**config.mk**
```make
export PLATFORM = sky130hd
export DESIGN_NAME = wildcard_pattern_matcher
export DESIGN_NICKNAME = d
export VERILOG_FILES = /design/src/rtl/wpm_pkg.sv /design/src/rtl/wildcard_pattern_matcher.sv /design/src/rtl/wpm_front.sv /design/src/rtl/wpm_back.sv
export SDC_FILE = /design/constraint.sdc
export NUM_CORES = 1
export LEC_CHECK = 0
export BUFFER_PORTS_ARGS = -buffer_cell sky130_fd_sc_hd__buf_4
export CAP_MARGIN = 40
export CORE_ASPECT_RATIO = 0.9
export CORE_MARGIN = 2
export CORE_UTILIZATION = 29
export DETAILED_ROUTE_END_ITERATION = 12
export PLACE_DENSITY_LB_ADDON = 0.3
export SKIP_LAST_GASP = 1
export SLEW_MARGIN = 25
export SYNTH_ARGS = -nofsm -noshare
export SYNTH_HDL_FRONTEND = slang
export SYNTH_SLANG_ARGS = --single-unit
export TNS_END_PERCENT = 10
```
**constraint.sdc**
```tcl
create_clock -name clk_i -period 5.3 [get_ports clk_i]
set_input_delay 0.265 -clock clk_i [delete_from_list [all_inputs] [get_ports clk_i]]
set_output_delay 0.265 -clock clk_i [all_outputs]
set_load 0.005 [all_outputs]
```
**src/rtl/wpm_pkg.sv**
```systemverilog
package wpm_pkg;

  // Pattern capacity and the widths that follow from it.
  localparam int unsigned MAX_PATTERN = 32;
  localparam int unsigned LEN_W       = $clog2(MAX_PATTERN + 1);
  localparam int unsigned SET_W       = MAX_PATTERN + 1;

  // Bytes with a special meaning in the pattern.
  localparam logic [7:0] STAR_BYTE = 8'h2A;
  localparam logic [7:0] BAR_BYTE  = 8'h7C;

  // Item commands.
  typedef enum logic [1:0] {
    CMD_CLEAR  = 2'd0,
    CMD_APPEND = 2'd1,
    CMD_TEXT   = 2'd2,
    CMD_END    = 2'd3
  } cmd_e;

  // Input beat.
  typedef struct packed {
    cmd_e       cmd;
    logic [7:0] byte_value;
  } in_t;

  // Result beat.
  typedef struct packed {
    logic matched;
    logic pattern_overflow;
  } out_t;

  // Classified item as it travels from the front to the back.
  typedef struct packed {
    cmd_e       cmd;
    logic [7:0] byte_value;
    logic       is_star;
    logic       is_bar;
  } op_t;

endpackage

```
**src/rtl/wildcard_pattern_matcher.sv**
```systemverilog
// Whole-string wildcard matcher. Send a clear, then the pattern one byte
// per beat ('*' matches any run of bytes, a '|' after the first byte cuts
// off the rest of the pattern), then the text bytes, then an end-of-text
// beat, which yields one result beat with the match flag and a flag that
// pattern bytes were dropped because more than 32 arrived. The block accepts
// one beat per clock, sustained while its queue has room, and the text step is
// one pass of the active-position set through a 33-bit carry chain that
// performs the star closure. An end-of-text beat waits only while the previous
// result still sits in the output register and the output is stalled; a two-beat
// queue between the input side and the matching logic absorbs that wait, and a
// result is valid on the output from the clock edge at which the back takes its
// end-of-text beat from the queue, which an earlier stalled result delays.
module wildcard_pattern_matcher (
  input  logic          clk_i,
  input  logic          rst_ni,
  input  logic          in_valid_i,
  output logic          in_stall_o,
  input  wpm_pkg::in_t  in_data_i,
  output logic          out_valid_o,
  input  logic          out_stall_i,
  output wpm_pkg::out_t out_data_o
);

  logic         op_valid;
  wpm_pkg::op_t op;
  logic         op_pop;

  // Accept and classify beats.
  wpm_front u_front (
    .clk_i      (clk_i),
    .rst_ni     (rst_ni),
    .in_valid_i (in_valid_i),
    .in_stall_o (in_stall_o),
    .in_data_i  (in_data_i),
    .op_valid_o (op_valid),
    .op_o       (op),
    .op_pop_i   (op_pop)
  );

  // Hold the pattern, step the active set and deliver results.
  wpm_back u_back (
    .clk_i       (clk_i),
    .rst_ni      (rst_ni),
    .op_valid_i  (op_valid),
    .op_i        (op),
    .op_pop_o    (op_pop),
    .out_valid_o (out_valid_o),
    .out_stall_i (out_stall_i),
    .out_data_o  (out_data_o)
  );

endmodule

```
**src/rtl/wpm_front.sv**
```systemverilog
module wpm_front (
  input  logic           clk_i,
  input  logic           rst_ni,
  input  logic           in_valid_i,
  output logic           in_stall_o,
  input  wpm_pkg::in_t   in_data_i,
  output logic           op_valid_o,
  output wpm_pkg::op_t   op_o,
  input  logic           op_pop_i
);

  localparam int unsigned Depth = 2;

  logic [1:0]   count_q, count_d;
  logic         wr_ptr_q, rd_ptr_q;
  wpm_pkg::op_t mem_q [Depth];
  wpm_pkg::op_t op_in;
  logic         full;
  logic         push;

  // Classify the incoming beat so the back only looks at flags.
  always_comb begin
    op_in.cmd        = in_data_i.cmd;
    op_in.byte_value = in_data_i.byte_value;
    op_in.is_star    = (in_data_i.byte_value == wpm_pkg::STAR_BYTE);
    op_in.is_bar     = (in_data_i.byte_value == wpm_pkg::BAR_BYTE);
  end

  // The stall comes straight from the fill level, so it never waits on valid.
  assign full       = (count_q == 2'd2);
  assign in_stall_o = full;
  assign push       = in_valid_i && !full;

  // Fill level of the queue.
  always_comb begin
    unique case ({push, op_pop_i})
      2'b10:   count_d = count_q + 2'd1;
      2'b01:   count_d = count_q - 2'd1;
      default: count_d = count_q;
    endcase
  end

  // Pointers and fill level.
  always_ff @(posedge clk_i or negedge rst_ni) begin
    if (!rst_ni) begin
      count_q  <= 2'd0;
      wr_ptr_q <= 1'b0;
      rd_ptr_q <= 1'b0;
    end else begin
      count_q <= count_d;
      if (push) begin
        wr_ptr_q <= ~wr_ptr_q;
      end
      if (op_pop_i) begin
        rd_ptr_q <= ~rd_ptr_q;
      end
    end
  end

  // Queue storage.
  always_ff @(posedge clk_i) begin
    if (push) begin
      mem_q[wr_ptr_q] <= op_in;
    end
  end

  assign op_valid_o = (count_q != 2'd0);
  assign op_o       = mem_q[rd_ptr_q];

endmodule

```
**src/rtl/wpm_back.sv**
```systemverilog
module wpm_back (
  input  logic           clk_i,
  input  logic           rst_ni,
  input  logic           op_valid_i,
  input  wpm_pkg::op_t   op_i,
  output logic           op_pop_o,
  output logic           out_valid_o,
  input  logic           out_stall_i,
  output wpm_pkg::out_t  out_data_o
);

  localparam int unsigned MaxPat = wpm_pkg::MAX_PATTERN;
  localparam int unsigned LenW   = wpm_pkg::LEN_W;
  localparam int unsigned SetW   = wpm_pkg::SET_W;

  logic [7:0]      pat_q [MaxPat];
  logic [MaxPat-1:0] star_q;
  logic [LenW-1:0] len_q;
  logic            cut_q;
  logic            ovf_q;
  logic [SetW-1:0] active_q;
  logic [SetW-1:0] lead_q;
  logic            out_valid_q;
  wpm_pkg::out_t   out_data_q;

  logic              go;
  logic              is_end;
  logic              is_append;
  logic              full;
  logic              bar_cut;
  logic              keep;
  logic [MaxPat-1:0] kept;
  logic [SetW-1:0]   lead_next;
  logic [SetW-1:0]   next_set;
  logic [SetW-1:0]   star_m;
  logic [SetW-1:0]   launch;
  logic [SetW:0]     sum;
  logic [SetW:0]     carry;
  logic [SetW-1:0]   closed;

  // An end-of-text beat needs room in the output register; all else goes at once.
  assign is_end    = (op_i.cmd == wpm_pkg::CMD_END);
  assign is_append = (op_i.cmd == wpm_pkg::CMD_APPEND);
  assign go        = op_valid_i && (!is_end || !out_valid_q || !out_stall_i);
  assign op_pop_o  = go;

  // Decide what an append does with its byte.
  assign full    = (len_q == LenW'(MaxPat));
  assign bar_cut = (len_q != '0) && op_i.is_bar;
  assign keep    = !cut_q && !bar_cut && !full;

  // Positions that hold a pattern byte.
  always_comb begin
    for (int i = 0; i < MaxPat; i++) begin
      kept[i] = (LenW'(i) < len_q);
    end
  end

  // The closed start set grows while the pattern so far is all stars.
  always_comb begin
    lead_next = lead_q;
    for (int i = 0; i < MaxPat; i++) begin
      if ((len_q == LenW'(i)) && lead_q[i] && op_i.is_star) begin
        lead_next[i+1] = 1'b1;
      end
    end
  end

  // Step the active set over one text byte. The set is kept closed, so
  // the step works on it directly.
  always_comb begin
    next_set = '0;
    for (int i = 0; i < MaxPat; i++) begin
      if (kept[i] && active_q[i]) begin
        if (star_q[i]) begin
          next_set[i] = 1'b1;
        end else if (pat_q[i] == op_i.byte_value) begin
          next_set[i+1] = 1'b1;
        end
      end
    end
  end

  // Star closure as a carry chain: an active star launches a carry that
  // runs through the following stars and lands on the first non-star.
  assign star_m = {1'b0, star_q & kept};
  assign launch = next_set & star_m;
  assign sum    = {1'b0, star_m} + {1'b0, launch};
  assign carry  = sum ^ {1'b0, star_m} ^ {1'b0, launch};
  assign closed = next_set | carry[SetW-1:0];

  // Control state and the active set.
  always_ff @(posedge clk_i or negedge rst_ni) begin
    if (!rst_ni) begin
      len_q    <= '0;
      cut_q    <= 1'b0;
      ovf_q    <= 1'b0;
      lead_q   <= SetW'(1);
      active_q <= SetW'(1);
    end else if (go) begin
      unique case (op_i.cmd)
        wpm_pkg::CMD_CLEAR: begin
          len_q    <= '0;
          cut_q    <= 1'b0;
          ovf_q    <= 1'b0;
          lead_q   <= SetW'(1);
          active_q <= SetW'(1);
        end
        wpm_pkg::CMD_APPEND: begin
          priority if (cut_q) begin
            active_q <= lead_q;
          end else if (bar_cut) begin
            cut_q    <= 1'b1;
            active_q <= lead_q;
          end else if (full) begin
            ovf_q    <= 1'b1;
            active_q <= lead_q;
          end else begin
            len_q    <= len_q + LenW'(1);
            lead_q   <= lead_next;
            active_q <= lead_next;
          end
        end
        wpm_pkg::CMD_TEXT: begin
          active_q <= closed;
        end
        wpm_pkg::CMD_END: begin
          active_q <= lead_q;
        end
        default: begin
          active_q <= active_q;
        end
      endcase
    end
  end

  // Pattern storage, written at the current length.
  always_ff @(posedge clk_i) begin
    if (go && is_append && keep) begin
      for (int i = 0; i < MaxPat; i++) begin
        if (len_q == LenW'(i)) begin
          pat_q[i]  <= op_i.byte_value;
          star_q[i] <= op_i.is_star;
        end
      end
    end
  end

  // Output register: holds a result until it is taken.
  always_ff @(posedge clk_i or negedge rst_ni) begin
    if (!rst_ni) begin
      out_valid_q <= 1'b0;
    end else if (go && is_end) begin
      out_valid_q <= 1'b1;
    end else if (!out_stall_i) begin
      out_valid_q <= 1'b0;
    end
  end

  always_ff @(posedge clk_i) begin
    if (go && is_end) begin
      out_data_q.matched          <= active_q[len_q];
      out_data_q.pattern_overflow <= ovf_q;
    end
  end

  assign out_valid_o = out_valid_q;
  assign out_data_o  = out_data_q;

endmodule

```
==> results.toml, run 1 <==
[flow_run]
drv_cap = 0

[timing]
rsz0062_at_grt = "no"
relSlewSlack_pct = 42.82
period_share_pct = 86.26
drv_slew = 0
hold_slack_ns = 0.03081
worst_pin_slew_ns = 0.8546
clock_skew_ns = 0.02629
tns_ns = 0
max_freq_mhz = 218.7
setup_viol = 0
hold_viol = 0
finalWorstPathRequiredPeriod_ns = 4.572

[layout]
layout_commonest_cell = "edfxtp_1"
utilization_pct = 33.37
antennaDiodeCount = 0
finalNonFillerCells = 2633
num-nets-final = 1734
drive_gt1_share_pct = 12.74
final_cell_mix = "314 x edfxtp_1, 217 x xnor2_1, 166 x nor2_1"
syn2layout_area_growth_pct = 14.57

[yosys]
ys_seq_elements = 393
synth_area_per_cell_sq_um = 12.02
syn-instance-count = 1652
yosys_warnings = 0
synth_fp_nets = 1672
netlist_area_sq_um = 19860
ys_async_sr_fraction_pct = 20.10
synth_ff_type = "edfxtp_1"
ys_seq_area_share_pct = 57.43
synth-edff-count = 314
ys_types = 102

[clock_network]
cts_buffer_depth = 3
cts_max_level = 2
numClockSinks = 393
numCtsBuffers = 45
cts_tree = "built"
path_clk_slew_ns = 0.07
cts-root-buf = "clkbuf_16"
clkLatencyLatePin_ns = 0.59

[floorplan]
die_h_um = 252.3
dieWidth_um = 279.9
ios = 18
coreArea_sq_um = 68200
rows = 91
initial_core_util_pct = 29.13
die-area_sq_um = 70610

[placement]
hpwl_um = 41150
dp_cells = 2536
port-buffer-count = 17
globalplace.congestion = 0.9391

[route]
via_count = 14130
wl_per_cell_um = 23.78
postRouteAntennaNets = 0
drtPass1Iterations = 5
initialDrtViolationCount = 1455
drc = 0
viasPerCell = 5.366
finalWirelength_um = 62610

[worst_setup_path]
slowest_delay_ns = 0.55
cp.arrival_ns = 5.08
cp-start-kind = "flop"
cp-end-kind = "flop"
path_class = "reg2reg"
cp.required_ns = 5.81
cp_max_fo = 13
critical_path.slowest_cell = "or3b_2"
path_cells = "inv_1, ha_1, or3b_2, o21ai_0, nor2_1, and3_1, nor3_1, ha_1, inv_1, o221ai_1, a41oi_1, o211ai_2, nand4_1, a31oi_4, nand4_2, a311oi_2, or2_1, o2bb2ai_1"

[pwr]
max-vdd-ir-drop_mv = 0.2505
p_int_mw = 6.807
seqPwrFrac_pct = 36.4
p_sw_share_pct = 37.62
switching_power_mw = 4.105
p_leak_nw = 7.456
fin_total_pwr_mw = 10.91
power_density_nw_per_um2 = 479.5
pwr-share-comb_pct = 35.1
power_frac_clock_pct = 28.6

[worst_hold_path]
hp-class = "in2async"

[status]
status = "finished, final reports clean"

[grt]
grt_pass1_wl_um = 93610
first_global_vias = 13890
grt_max_degree = 48
antenna_found_initial = 2
overflow = 0
track_usage_pct = 17.71
## stage by stage
step	setup WS, ns	instance area [sq um]
floorplan	1.285	19860
finish	0.7284	22760
global route	0.4558	22760
CTS	0.8162	22750
detailed placement	0.8462	21150
global placement	0.8611	21040
## state kept, by name, summed over array words and instances, names as in the netlist
name / flops
u_back.cut_q: 1
u_back.star_q: 32
u_front.wr_ptr_q: 1
u_front.mem_q: 24
u_front.rd_ptr_q: 1
u_back.out_data_o: 2
u_back.ovf_q: 1
u_back.active_q: 33
u_back.len_q: 6
u_back.lead_q: 33
u_back.pat_q: 256
u_front.count_q: 2
u_back.out_valid_o: 1
## power groups by stage
stage / clock, mW / combinational [mW] / sequential [mW]
3_3_place_gp: 0 / 3.74 / 4.03
2_1_floorplan: 0 / 2.47 / 3.98
5_1_grt: 3.30 / 4.10 / 3.99
6_report: 3.12 / 3.82 / 3.97
3_5_place_dp: 0 / 3.81 / 4.03
4_1_cts: 3.18 / 3.83 / 3.97
## per-layer routing
layer / vias up / share of wire (%) / global-route usage (%)
li1: 6277 / - / -
met5: - / 0 / 0
met3: 86 / 6.7 / 2.745
met1: 7224 / 47 / 25.82
met2: 542 / 44 / 27.17
met4: 0 / 2.4 / 5.027
## critical path, delay by kind of cell, from the launching register on
kind / cells / cell delay (ns)
AND/OR/NAND/NOR: 7 / 1.68
AO/OA/AOI/OAI: 7 / 1.62
adder cells (fa/ha/maj): 2 / 0.65
flip-flops: 1 / 0.37
buffers and inverters: 2 / 0.17
## area by class of cell
type / count / area [sq um]
fillers: 6693 / 45440
well taps: 883 / 1105
multi-input cells: 1153 / 7920
clock buffers: 51 / 1149
repair buffers: 85 / 709.4
clock inverters: 32 / 331.6
flip-flops and latches: 393 / 11410
inverters: 36 / 135.1
## path summary, 6_finish.rpt
path	from	end	slack, ns	depth (start not counted)
worst max-delay path	u_back.len_q[0]	u_back.active_q[30]	0.73	18
worst min-delay path	rst_ni	u_front.count_q[1]	0.03	2
worst max register to register	u_back.len_q[0]	u_back.active_q[30]	0.73	18
worst min register to register	u_back.ovf_q	u_back.out_data_o[0]	0.48	0
max in group asynchronous	rst_ni	u_back.active_q[0]	4.33	4
min in group clk_i	in_valid_i	u_front.wr_ptr_q	0.04	3
## Yosys cell counts (7+ instances only)
library cell	instances	area (sq um)
edfxtp_1	314	9429
xnor2_1	217	1901
nor2_1	167	626.9
nand2_1	103	386.6
dfrtp_1	77	1927
a21oi_1	71	355.3
o21ai_0	58	290.3
xor2_1	46	402.9
nor3_1	44	220.2
a31oi_1	39	244.0
nand3_1	37	185.2
clkbuf_1	35	131.4
and3_1	33	206.5
inv_1	33	123.9
nor4_1	33	206.5
nand4_1	22	137.6
nand2b_1	15	93.84
a41oi_1	14	122.6
o21ai_1	14	70.07
buf_6	12	135.1
nor2b_1	12	75.07
nor4_2	12	150.1
and2_1	11	68.82
buf_2	11	55.05
mux4_2	10	225.2
a21o_1	8	60.06
mux2i_4	8	180.2
nor4b_1	8	70.07
or3_1	8	50.05
o211ai_1	7	52.55
o221ai_1	7	61.31
## what timing repair did
item	in CTS	in global routing
buffers inserted	0	0
hold buffers	12	0
hold endpoints to repair	52	0
gates resized for setup	0	0
## logic make-up (layout without fill, tap and decap cells)
kind of cell             after synthesis  after routing  share of synthesized area (%)
AND/OR/NAND/NOR                      545            545                          14.35
XOR/XNOR                             263            263                          11.60
buffers and inverters                106            204                          2.872
adder cells (fa/ha/maj)                6              6                         0.3779
multiplexers                          26             26                          2.463
flip-flops                           393            393                          57.43
AO/OA/AOI/OAI                        313            313                          10.91
(Power assumes the default switching activity.)
==> inputs of run 2 (changes only) <==
--- a/config.mk
+++ b/config.mk
@@ -5,11 +5,12 @@
 export SDC_FILE = /design/constraint.sdc
 export NUM_CORES = 1
 export LEC_CHECK = 0
+export ABC_AREA = 1
 export BUFFER_PORTS_ARGS = -buffer_cell sky130_fd_sc_hd__buf_4
 export CAP_MARGIN = 40
 export CORE_ASPECT_RATIO = 0.9
 export CORE_MARGIN = 2
-export CORE_UTILIZATION = 29
+export CORE_UTILIZATION = 25
 export DETAILED_ROUTE_END_ITERATION = 12
 export PLACE_DENSITY_LB_ADDON = 0.3
 export SKIP_LAST_GASP = 1
==> run 2 against run 1 <==
Net effect:
- first-iteration DRC count rose by 19%
- flip-flop and latch count stayed put
- largest power group is now combinational logic
- clock-buffer cell count rose by 12
- critical endpoint is now u_back.pat_q[1][12]
- critical path type unchanged
- fmax up 12%
- clock power decreased by 1%
- wire length increased by 22%
- combinational power is 13% higher
==> results.toml, run 2 <==
[route]
drtPass1Iterations = 5
finalWirelength_um = 76140
drc = 0
initialDrtViolationCount = 1737
viasPerCell = 4.552
wl_per_cell_um = 18.47
postRouteAntennaNets = 0
via_count = 18770

[yosys]
synth_ff_type = "edfxtp_1"
ys_seq_area_share_pct = 50.25
synthTopCellsByCount = "960 x nand2_1, 421 x inv_1, 314 x edfxtp_1, 314 x nor2_1, 178 x nand3_1"
ys_async_sr_fraction_pct = 20.10
yosys_warnings = 0
yosysTopAreaCell = "edfxtp_1"
netlist_area_sq_um = 22700
synth_fp_nets = 2903
ys_types = 59
yosysMostFrequentCell = "nand2_1"
synth.top_cells.by_area = "edfxtp_1 42%, nand2_1 16%, dfrtp_1 8.5%"
yosysTopAreaCellShare_pct = 41.53
ys_seq_elements = 393
synth_area_per_cell_sq_um = 7.875
syn-instance-count = 2883
synth-edff-count = 314

[placement]
globalplace.congestion = 0.9520
hpwl_um = 55400
port-buffer-count = 17

[clock_network]
cts-resized-gates = 0
cts-root-buf = "clkbuf_16"
clkLatencyLatePin_ns = 0.61
cts_buffer_depth = 3
numCtsBuffers = 45
numClockSinks = 393
path_clk_slew_ns = 0.06
cts_tree = "built"
cts_max_level = 2

[floorplan]
dieWidth_um = 321.7
rows = 104
ios = 18
coreArea_sq_um = 89660
die-area_sq_um = 93240
die_h_um = 289.9
initial_core_util_pct = 25.32

[worst_setup_path]
cp_max_fo = 15
cp-end-kind = "flop"
cp.arrival_ns = 4.30
cp.required_ns = 5.50
path_class = "reg2reg"
cp-start-kind = "flop"

[grt]
grt_max_degree = 67
first_global_vias = 17630
overflow = 0
track_usage_pct = 16.19
antenna_found_initial = 0
grt_pass1_wl_um = 114300

[layout]
drive_gt1_share_pct = 8.931
reg_top3 = "u_back.pat_q (256), u_back.active_q (33), u_back.lead_q (33)"
antennaDiodeCount = 0
layout_commonest_cell = "nand2_1"
num-nets-final = 2943
largest_register = "u_back.pat_q"
syn2layout_area_growth_pct = 13.24
nFillCells = 9550
final_cell_mix = "960 x nand2_1, 421 x inv_1, 314 x edfxtp_1"
largest_reg_flops = 256

[pwr]
power_density_nw_per_um2 = 443.2
fin_total_pwr_mw = 11.40
max-vdd-ir-drop_mv = 0.2784
p_leak_nw = 11.25

[timing]
hold_viol = 0
clock_skew_ns = 0.03893
rsz0062_at_grt = "no"
relSlewSlack_pct = 42.10
tns_ns = 0
drv_slew = 0
period_share_pct = 77.26
max_freq_mhz = 244.2
worst_pin_slew_ns = 0.8676
setup_viol = 0
finalWorstPathRequiredPeriod_ns = 4.095

[worst_hold_path]
hp-class = "in2reg"

[status]
status = "finished, final reports clean"

[flow_run]
drv_cap = 0
-- run 2: final cells by class --
cell class | count | area, sq um | area share (%)
sequential | 393 | 11410 | 44.37
multi-input combinational | 1952 | 8992 | 34.98
inverter | 449 | 1688 | 6.565
tap | 1166 | 1459 | 5.675
clock buffer | 63 | 1224 | 4.760
timing repair buffer | 82 | 758.2 | 2.949
clock inverter | 17 | 180.2 | 0.7008
-- run 2: final timing paths --
kind                            startpoint                    to  slack [ns]  depth (start not counted)
setup / recovery           u_back.len_q[1]   u_back.pat_q[1][12]        1.21                         10
hold / removal                 out_stall_i    u_back.out_valid_o        0.02                          3
setup reg to reg           u_back.len_q[1]   u_back.pat_q[1][12]        1.21                         10
hold reg to reg               u_back.ovf_q  u_back.out_data_o[0]        0.45                          0
max in group asynchronous           rst_ni      u_back.lead_q[0]        4.26                          4
min in group asynchronous           rst_ni      u_back.lead_q[8]        0.11                          2
-- run 2: repair_timing --
action                    CTS  global route
hold buffers               11             0
buffers inserted            0             0
hold endpoints to repair   52             0
-- run 2: critical path, cell delays in order, from the launching register on --
cell and delay, ns:
dfrtp_1 0.59, clkinv_1 0.36, ha_1 0.44, inv_1 0.32, nor4_1 0.15, o21ai_0 0.22
nand3_1 0.26, nor2_2 0.27, inv_2 0.24, buf_4 0.28, nor2_1 0.57
-- run 2: logic make-up after synthesis --
| family | after synthesis | share of synthesized area, % |
|---|---|---|
| buffers and inverters | 538 | 10.20 |
| AO/OA/AOI/OAI | 240 | 5.958 |
| multiplexers | 1 | 0.09919 |
| XOR/XNOR | 53 | 2.045 |
| flip-flops | 393 | 50.25 |
| AND/OR/NAND/NOR | 1652 | 31.12 |
| adder cells (fa/ha/maj) | 6 | 0.3307 |
-- run 2: where the power goes --
group	total, mW	switching, mW	internal [mW]	leakage, nW
logic	4.33	3.26	1.07	6.65
clock network	3.08	1.32	1.76	0.687
registers	3.99	0.126	3.86	3.92
total	11.4	4.71	6.69	11.3
-- run 2: through the flow --
stage / util [%] / setup WS (ns) / hold WS (ns) / instances / area, sq um
floorplan: - / 2.189 / -0.03059 / 2883 / 22700
global placement: 26.77 / 1.415 / 0.1725 / 4016 / 24000
detailed placement: 26.94 / 1.273 / 0.1715 / 4028 / 24160
CTS: 28.63 / 1.290 / 0.02966 / 4119 / 25670
global route: 28.68 / 0.8695 / 0.03010 / 4122 / 25710
finish: 28.68 / 1.205 / 0.02130 / 4122 / 25710
-- run 2: per-layer routing --
| layer | routed length, um | track usage, % | up-vias |
|---|---|---|---|
| li1 | - | - | 9235 |
| met1 | 36360 | 23.45 | 8906 |
| met2 | 33580 | 25.11 | 529 |
| met3 | 4148 | 2.080 | 95 |
| met4 | 2043 | 4.718 | 0 |
| met5 | 0 | 0 | - |
==> inputs of run 3 (changes only) <==
==> constraint.sdc (replaced) <==
create_clock -name clk_i -period 3.3 [get_ports clk_i]
set_input_delay 0.165 -clock clk_i [delete_from_list [all_inputs] [get_ports clk_i]]
set_output_delay 0.165 -clock clk_i [all_outputs]
set_load 0.005 [all_outputs]
==> run 3 against run 2 <==
Net effect:
- setup slack lost 1.0 ns
- die area is the same
- wire length grew 5.7%
- combinational power grew 100%
- register-to-register slack lost 1.0 ns
- critical endpoint is now u_back.active_q[27]
==> results.toml, run 3 (synthesis results as in run 2) <==
[worst_setup_path]
r2r_slack_ns = 0.17
cp-startpoint = "u_front.rd_ptr_q"
rr_worst_depth = 25
worstReg2RegStart = "u_front.rd_ptr_q"
cp_top_family = "simple AND/OR/NAND/NOR gates"
crit_path_end = "u_back.active_q[27]"
cp-end-kind = "flop"
slowest_delay_ns = 0.44
crit_top_cell = "nand2_1"
cp.arrival_ns = 3.65
regToRegEndpoint = "u_back.active_q[27]"
cp_max_fo = 11
critical_path.slowest_cell = "dfrtp_2"
path_depth = 25
path_class = "reg2reg"
path_buf_inv = 5
cp.required_ns = 3.82
cp-start-kind = "flop"

[clock_network]
clkLatencyLatePin_ns = 0.62
numClockSinks = 393
cts_max_level = 2
cts-root-buf = "clkbuf_16"
numCtsBuffers = 46
cts_tree = "built"
cts_buffer_depth = 3
path_clk_slew_ns = 0.06

[timing]
drv_slew = 0
rsz0062_at_grt = "yes"
relSlewSlack_pct = 46.66
hold_viol = 0
clock_skew_ns = 0.03735
hold_slack_ns = 0.06173
period_share_pct = 94.94
max_freq_mhz = 319.2
worst_pin_slew_ns = 0.8001
setup_viol = 0
finalWorstPathRequiredPeriod_ns = 3.133

[floorplan]
die_h_um = 289.9
ios = 18
die-area_sq_um = 93240
initial_core_util_pct = 25.32
rows = 104
dieWidth_um = 321.7
coreArea_sq_um = 89660

[route]
wl_per_cell_um = 18.40
via_count = 19650
drc = 0
initialDrtViolationCount = 1692
drtPass1Iterations = 6
postRouteAntennaNets = 0
finalWirelength_um = 80500
viasPerCell = 4.490

[worst_hold_path]
hp-class = "in2reg"

[layout]
drive_gt1_share_pct = 16.82
syn2layout_area_growth_pct = 23.72
finalNonFillerCells = 4376
largest_reg_flops = 256
layout_commonest_cell = "nand2_1"
antennaDiodeCount = 0
num-nets-final = 3198
reg_top3 = "u_back.pat_q (256), u_back.active_q (33), u_back.lead_q (33)"
final_cell_mix = "954 x nand2_1, 421 x inv_1, 314 x edfxtp_1"
largest_register = "u_back.pat_q"

[pwr]
power_density_nw_per_um2 = 718.7
max-vdd-ir-drop_mv = 0.4478
p_leak_nw = 12.63

[grt]
grt_max_degree = 50
first_global_vias = 18790
antenna_found_initial = 1
track_usage_pct = 17.19
grt.busiest_layer = "met2"
use_met2_pct = 26.79
overflow = 0
use_met1_pct = 24.80
grt_pass1_wl_um = 120400
use_met3_pct = 2.233

[placement]
dp_cells = 4282
globalplace.congestion = 0.9676
port-buffer-count = 17
hpwl_um = 61640

[flow_run]
drv_cap = 0

[status]
status = "finished, final reports clean"
run 3: cell types whose count changed in the layout (fill, tap and decap cells not counted), sizes merged:
| cell | change |
|---|---|
| dlygate4sd3 | +1 |
| clkinv | +6 |
| clkinvlp | +7 |
| inv | -3 |
| clkbuf | -11 |
| buf | +253 |
| bufinv | +1 |
run 3: area by class of cell:
cell class,count,area (sq um)
inverters,449,1688
flip-flops and latches,393,11410
clock buffers,52,1174
well taps,1166,1459
clock inverters,28,305.3
repair buffers,336,2982
multi-input cells,1952,9070
fillers,9455,61570
run 3: repair_timing:
item / in CTS / in global routing
gates resized for setup: 1 / 26
buffers inserted: 0 / 2
setup endpoints to repair: 13 / 23
hold buffers: 12 / 0
pin swaps: 0 / 5
endpoints found under the hold margin: 72 / 0
cloned: 0 / 0
run 3: worst min-delay path by stage:
stage                     from                  end  slack (ns)  cells after the start
floorplan               rst_ni  u_back.active_q[10]       -0.13                      0
global placement        rst_ni   u_front.count_q[1]        0.30                      1
detailed placement      rst_ni   u_front.count_q[1]        0.30                      1
CTS                 in_valid_i     u_front.wr_ptr_q        0.04                      4
global route        in_valid_i     u_front.wr_ptr_q        0.04                      4
finish              in_valid_i     u_front.wr_ptr_q        0.06                      4
run 3: per-stage QoR:
step	setup TNS (ns)	util [%]	total power, mW	setup WS, ns	cell area (sq um)
after floorplan	0	-	10.97	0.1894	22700
after global placement	-0.5138	29.39	15.04	-0.1406	26350
after detailed placement	-0.5605	29.41	15.08	-0.1524	26370
after CTS	0	31.20	20.24	0.06432	27980
after global routing	-0.3347	31.33	21.27	-0.05208	28090
final	0	31.33	20.19	0.1671	28090
run 3: worst reg2reg max path, cell delays in order (launching register included):
cell	delay, ns
dfrtp_2	0.44
inv_2	0.09
buf_4	0.17
nand2_2	0.12
nand2_8	0.16
buf_4	0.20
nand2_1	0.06
nand2_1	0.06
inv_1	0.04
nand2_1	0.07
nor2_2	0.04
nand3_2	0.13
nand2_1	0.10
nand2_1	0.11
nand2_1	0.10
nand3_1	0.10
nand2_1	0.09
nand2_1	0.10
nand3_1	0.23
buf_4	0.22
nand2_1	0.06
nand3_1	0.07
nand2_1	0.11
nand2_1	0.07
nand2_1	0.06
nand2_1	0.05
run 3: layer usage:
layer,vias up,part of all wire (%)
met5,-,0
met2,557,44
met4,0,2.6
met1,9225,48
li1,9753,-
met3,115,5.4
run 3: report_power, final:
group          internal [mW]  total (mW)  switching (mW)  leakage, nW
sequential              6.19        6.36           0.168         3.92
combinational           3.04        8.75            5.71         8.01
clock                   2.89        5.08            2.19        0.698
